### src/hdl/cfbt_pkg.sv
// ----------------------------------------------------------------------------
// cfbt_pkg
// shared types and constants of the calibrated factor table
// ----------------------------------------------------------------------------
package cfbt_pkg;

    localparam int DATA_W = 32;
    localparam int KEY_W  = 10;

    typedef enum logic [1:0] {
        CMD_ADD   = 2'd0,
        CMD_CAL   = 2'd1,
        CMD_QUERY = 2'd2,
        CMD_NONE  = 2'd3
    } t_cmd;

    typedef enum logic [1:0] {
        ST_OK    = 2'd0,
        ST_FULL  = 2'd1,
        ST_RANGE = 2'd2,
        ST_PHASE = 2'd3
    } t_status;

    typedef enum logic [10:0] {
        S_IDLE    = 11'b000_0000_0001,
        S_ADD_SCN = 11'b000_0000_0010,
        S_ADD_DIV = 11'b000_0000_0100,
        S_Q_GSCN  = 11'b000_0000_1000,
        S_Q_PRD   = 11'b000_0001_0000,
        S_Q_PCMP  = 11'b000_0010_0000,
        S_Q_GEND  = 11'b000_0100_0000,
        S_B_DIV   = 11'b000_1000_0000,
        S_B_MUL   = 11'b001_0000_0000,
        S_B_ADD   = 11'b010_0000_0000,
        S_B_WAIT  = 11'b100_0000_0000
    } t_state;

endpackage

### src/hdl/cfbt_div.sv
// ----------------------------------------------------------------------------
// cfbt_div
// restoring divider, one quotient bit per cycle
// ----------------------------------------------------------------------------
module cfbt_div
    import cfbt_pkg::*;
#(
    parameter int DW = 48
) (
    input  logic              i_clk,
    input  logic              i_rst_n,
    input  logic              i_start,
    input  logic [DW-1:0]     i_dividend,
    input  logic [DATA_W-1:0] i_divisor,
    output logic              o_done,
    output logic [DW-1:0]     o_quot
);

    localparam int CW = $clog2(DW + 1);

    logic [CW-1:0]     r_cnt, n_cnt;
    logic              r_done, n_done;
    logic [DW-1:0]     r_q, n_q;
    logic [DATA_W-1:0] r_rem, n_rem;
    logic [DATA_W-1:0] r_den, n_den;
    logic [DATA_W:0]   trial;

    always_comb begin
        n_cnt  = r_cnt;
        n_done = 1'b0;
        n_q    = r_q;
        n_rem  = r_rem;
        n_den  = r_den;
        trial  = {r_rem, r_q[DW-1]};
        if (i_start) begin
            n_cnt = CW'(DW);
            n_q   = i_dividend;
            n_rem = '0;
            n_den = i_divisor;
        end else if (r_cnt != '0) begin
            if (trial >= {1'b0, r_den}) begin
                n_rem = DATA_W'(trial - {1'b0, r_den});
                n_q   = {r_q[DW-2:0], 1'b1};
            end else begin
                n_rem = trial[DATA_W-1:0];
                n_q   = {r_q[DW-2:0], 1'b0};
            end
            n_cnt = r_cnt - 1'b1;
            if (r_cnt == CW'(1)) begin
                n_done = 1'b1;
            end
        end
    end

    always_ff @(posedge i_clk) begin
        if (!i_rst_n) begin
            r_cnt  <= '0;
            r_done <= 1'b0;
        end else begin
            r_cnt  <= n_cnt;
            r_done <= n_done;
        end
        r_q   <= n_q;
        r_rem <= n_rem;
        r_den <= n_den;
    end

    assign o_done = r_done;
    assign o_quot = r_q;

endmodule
### config.mk
export PLATFORM = sky130hd
export DESIGN_NAME = cfbt_div
export DESIGN_NICKNAME = d
export VERILOG_FILES = /design/src/hdl/cfbt_pkg.sv /design/src/hdl/cfbt_div.sv
export SDC_FILE = /design/constraint.sdc
export NUM_CORES = 1
export LEC_CHECK = 0
export ABC_AREA = 1
export BUFFER_PORTS_ARGS = -buffer_cell sky130_fd_sc_hd__clkbuf_2
export CAP_MARGIN = 20
export CORE_ASPECT_RATIO = 1.4
export CORE_MARGIN = 3
export CORE_UTILIZATION = 30
export DETAILED_ROUTE_END_ITERATION = 7
export PLACE_DENSITY = 0.55
export SLEW_MARGIN = 25
export SYNTH_ARGS = -nofsm -noshare
export SYNTH_HDL_FRONTEND = slang
export SYNTH_SLANG_ARGS = --single-unit
### constraint.sdc
create_clock -name i_clk -period 2.8 [get_ports i_clk]
set_input_delay 0.28 -clock i_clk [delete_from_list [all_inputs] [get_ports i_clk]]
set_output_delay 0.28 -clock i_clk [all_outputs]
set_load 0.01 [all_outputs]
==> impl_metrics.json <==
{
  "final_min_period_over_clock_period_pct": 89.4,
  "timing_hold_violations_final": 0,
  "number_of_drc_markers_after_the_initial_detailed_route_iteration": 389,
  "grt_pass1_wl_mm": 36.9,
  "critPathLaunchType": "register",
  "cts_root_buffer": "sky130_fd_sc_hd__clkbuf_16",
  "muxShareOfSynthArea_pct": 0,
  "critPathSlowestCell": "sky130_fd_sc_hd__edfxtp_1",
  "first_global_vias": 7261,
  "max_slew_margin_pct": 47.7,
  "io-pin-count": 132,
  "detailroute.via_count": 7077,
  "buffers_added_on_ports": 131,
  "totalWireLength_mm": 22.9,
  "maximum_number_of_pins_on_one_net_before_global_route_repair": 74,
  "fraction_of_registers_with_async_set_or_reset_after_synthesis_pct": 0,
  "finalNonFillerCells": 1579,
  "grt_use_total_pct": 16.8,
  "postSynth.topFlopCell": "sky130_fd_sc_hd__edfxtp_1",
  "cpLargestDelayFamily": "simple AND/OR/NAND/NOR gates",
  "initial_core_util_pct": 30.6,
  "ff2ff_path_depth": 14,
  "crit_arrival_ps": 2650,
  "tritoncts.num_buffers": 17,
  "yosysTopAreaCell": "sky130_fd_sc_hd__edfxtp_1",
  "run_status": "finished, final reports clean",
  "end_kind": "register",
  "worst-path-max-fanout": 33,
  "cts.repair.resized": 0,
  "worstSetupPathDepth": 14,
  "dieWidth_um": 142,
  "power.static_leakage_nw": 5.13,
  "rsz0062_at_grt": "false",
  "setup_viol": 0,
  "design.core.area_sq_um": 25500,
  "synth_top_family_by_area": "simple AND/OR/NAND/NOR gates",
  "finalNetCount": 1365,
  "rrSetupSlack_ps": 300,
  "synthesis.instances": 1114,
  "yosys.area_share.adder_pct": 5.72,
  "layout-drive-gt1-share_pct": 17.2,
  "worstPathBufferInverterCount": 4,
  "post_synth_and_or_nand_nor_area_fraction_pct": 34.3,
  "timing.critical_path.mode_cell": "sky130_fd_sc_hd__nand2_1",
  "detailedRoute.firstPassIterationCount": 5,
  "die_area_sq_um": 28000,
  "avgSynthCellArea_sq_um": 6.99,
  "synth_top_cells_by_count": "sky130_fd_sc_hd__nand2_1 (454), sky130_fd_sc_hd__inv_1 (203), sky130_fd_sc_hd__edfxtp_1 (80)",
  "remaining_drc_errors": 0,
  "synth_area_leaders": "sky130_fd_sc_hd__edfxtp_1 (31%), sky130_fd_sc_hd__nand2_1 (22%), sky130_fd_sc_hd__dfxtp_1 (10%)",
  "final-max-slew-violation-count": 0,
  "vdd.ir_drop.worst_mv": 0.475,
  "synth_top_cell_area_share_pct": 30.9,
  "synthesis.nets": 1232,
  "numClockSinks": 119,
  "timing_worst_slew_pin_value_ps": 785,
  "ctsHtreeMaxLevel": 4,
  "min_delay_path_depth": 1,
  "synthMostInstantiatedCell": "sky130_fd_sc_hd__nand2_1",
  "avgRoutedWirePerCell_um": 14.5,
  "setup_total_negative_slack_ps": 0,
  "ys_ff_latch": 119,
  "grt_antenna_before_repair": 0,
  "final_critical_path_time_including_i_o_delays_and_setup_ps": 2500,
  "critical_path_class": "reg2reg",
  "p_per_area_nw_per_um2": 952,
  "timing.critical_path.slowest_cell_delay_ps": 360,
  "place_congestion": 0.941,
  "antenna_cells_inserted": 0,
  "seq_area_frac_synth_pct": 40.9,
  "route.detailed.vias_per_inst": 4.48,
  "floorplan.rows": 69,
  "place_inst": 1542,
  "clock.fmax_ghz": 0.400,
  "critical_path_required_ps": 2950,
  "fin_worst_skew_ps": 10.4,
  "drv_cap": 0,
  "detailed_place_hpwl_mm": 17.1,
  "fraction_of_the_mapped_netlist_area_in_compound_gates_pct": 5.14,
  "max-clock-path-buffers": 2,
  "grt_overflow": 0,
  "postRouteAntennaNets": 0,
  "synth_cell_type_count": 37,
  "yosys_warnings": 0,
  "insertion_delay_ps": 430,
  "area_growth_syn_to_layout_pct": 20.7,
  "floorplan.die.height_um": 197,
  "synth_edf_count": 80,
  "synth_area_sq_um": 7790,
  "synth_xor_xnor_area_share_pct": 1.80,
  "cts_tree": "done",
  "clk_transition_reported_paths_ps": 60,
  "path_cells": "inv_1 > ha_1 > nand2_1 > inv_1 > nand2_1 > nand2_1 > inv_2 > nand3_2 > nand2_1 > nand2_2 > nand2_4 > nand2_8 > inv_1 > o21ai_0",
  "hold_path_class": "in2reg"
}
==> logic make-up after synthesis <==
kind of cell | count (synthesis)
fa+ha+maj | 35
buf+inv | 238
simple gates | 634
xor+xnor | 16
flops | 119
compound gates | 72
==> layout by cell type, fill, tap and decap left out, drive strengths merged, types with 2 or more instances in the layout <==
master    count
nand2       461
inv         210
clkbuf      147
nand3        81
edfxtp       80
nor2         72
a21oi        41
dfxtp        39
ha           34
o21ai        27
xor2         15
buf          13
nand3b        7
nand4         6
clkinvlp      5
clkinv        5
nor3          3
and2          3
bufinv        3
o21bai        2
==> timing repair <==
item	4_1_cts	5_1_grt
endpoints found under the setup margin	0	10
hold buffers	0	0
buffers inserted	0	4
==> cell type report <==
type                       instances  area, sq um
sequential                       119         3180
inverter                         208          782
timing repair buffer             143          761
fill                            2699        16100
clock buffer                      17          425
multi-input combinational        758         3670
clock inverter                    15          176
tap                              319          399
==> final timing paths <==
path | end | from
max | o_quot[0]$_DFFE_PP_ | r_den[8]$_DFFE_PP_
min | r_den[29]$_DFFE_PP_ | i_divisor[29]
max reg2reg | o_quot[0]$_DFFE_PP_ | r_den[8]$_DFFE_PP_
min reg2reg | r_cnt[3]$_SDFFE_PP0N_ | r_cnt[3]$_SDFFE_PP0N_
==> worst register-to-register path, stage by stage, from the launching register on <==
cell and delay (ps):
sky130_fd_sc_hd__edfxtp_1 360, sky130_fd_sc_hd__inv_1 70, sky130_fd_sc_hd__ha_1 270, sky130_fd_sc_hd__nand2_1 160, sky130_fd_sc_hd__inv_1 60, sky130_fd_sc_hd__nand2_1 60, sky130_fd_sc_hd__nand2_1 90, sky130_fd_sc_hd__inv_2 70
sky130_fd_sc_hd__nand3_2 120, sky130_fd_sc_hd__nand2_1 120, sky130_fd_sc_hd__nand2_2 80, sky130_fd_sc_hd__nand2_4 270, sky130_fd_sc_hd__nand2_8 240, sky130_fd_sc_hd__inv_1 170, sky130_fd_sc_hd__o21ai_0 90
==> stage by stage <==
step / hold WS [ps] / total power, mW / instance area [sq um] / setup WS, ps / util [%]
4_1_cts: 1.46 / 8.92 / 9360 / 27.0 / 36.7
6_report: 17.8 / 8.95 / 9400 / 297 / 36.9
5_1_grt: 9.60 / 9.67 / 9400 / 68.0 / 36.9
2_1_floorplan: 378 / 5.54 / 7790 / 317 / -
3_5_place_dp: 459 / 6.59 / 8760 / 57.9 / 34.4
3_3_place_gp: 457 / 6.57 / 8760 / 101 / 34.4
==> flip-flops by register name, indices dropped and copies added, names as in the netlist <==
register  flops
r_rem        32
o_done        1
o_quot       48
r_den        32
r_cnt         6
==> report_power, final <==
part           switching (mW)  internal (mW)
Sequential              0.269           2.30
Clock                   0.875           1.40
Combinational            2.70           1.40
==> routing by layer <==
metal / global-route usage (%) / part of all wire, % / vias to the layer above / wire length, um
met5: 0 / 0 / - / 0
met4: 6.61 / 2.9 / 0 / 666
met3: 4.44 / 6.0 / 38 / 1370
met2: 30.6 / 52 / 195 / 11900
met1: 18.2 / 39 / 3141 / 8970
li1: - / - / 3703 / -
Note: power is estimated with default switching activity, not from simulation.
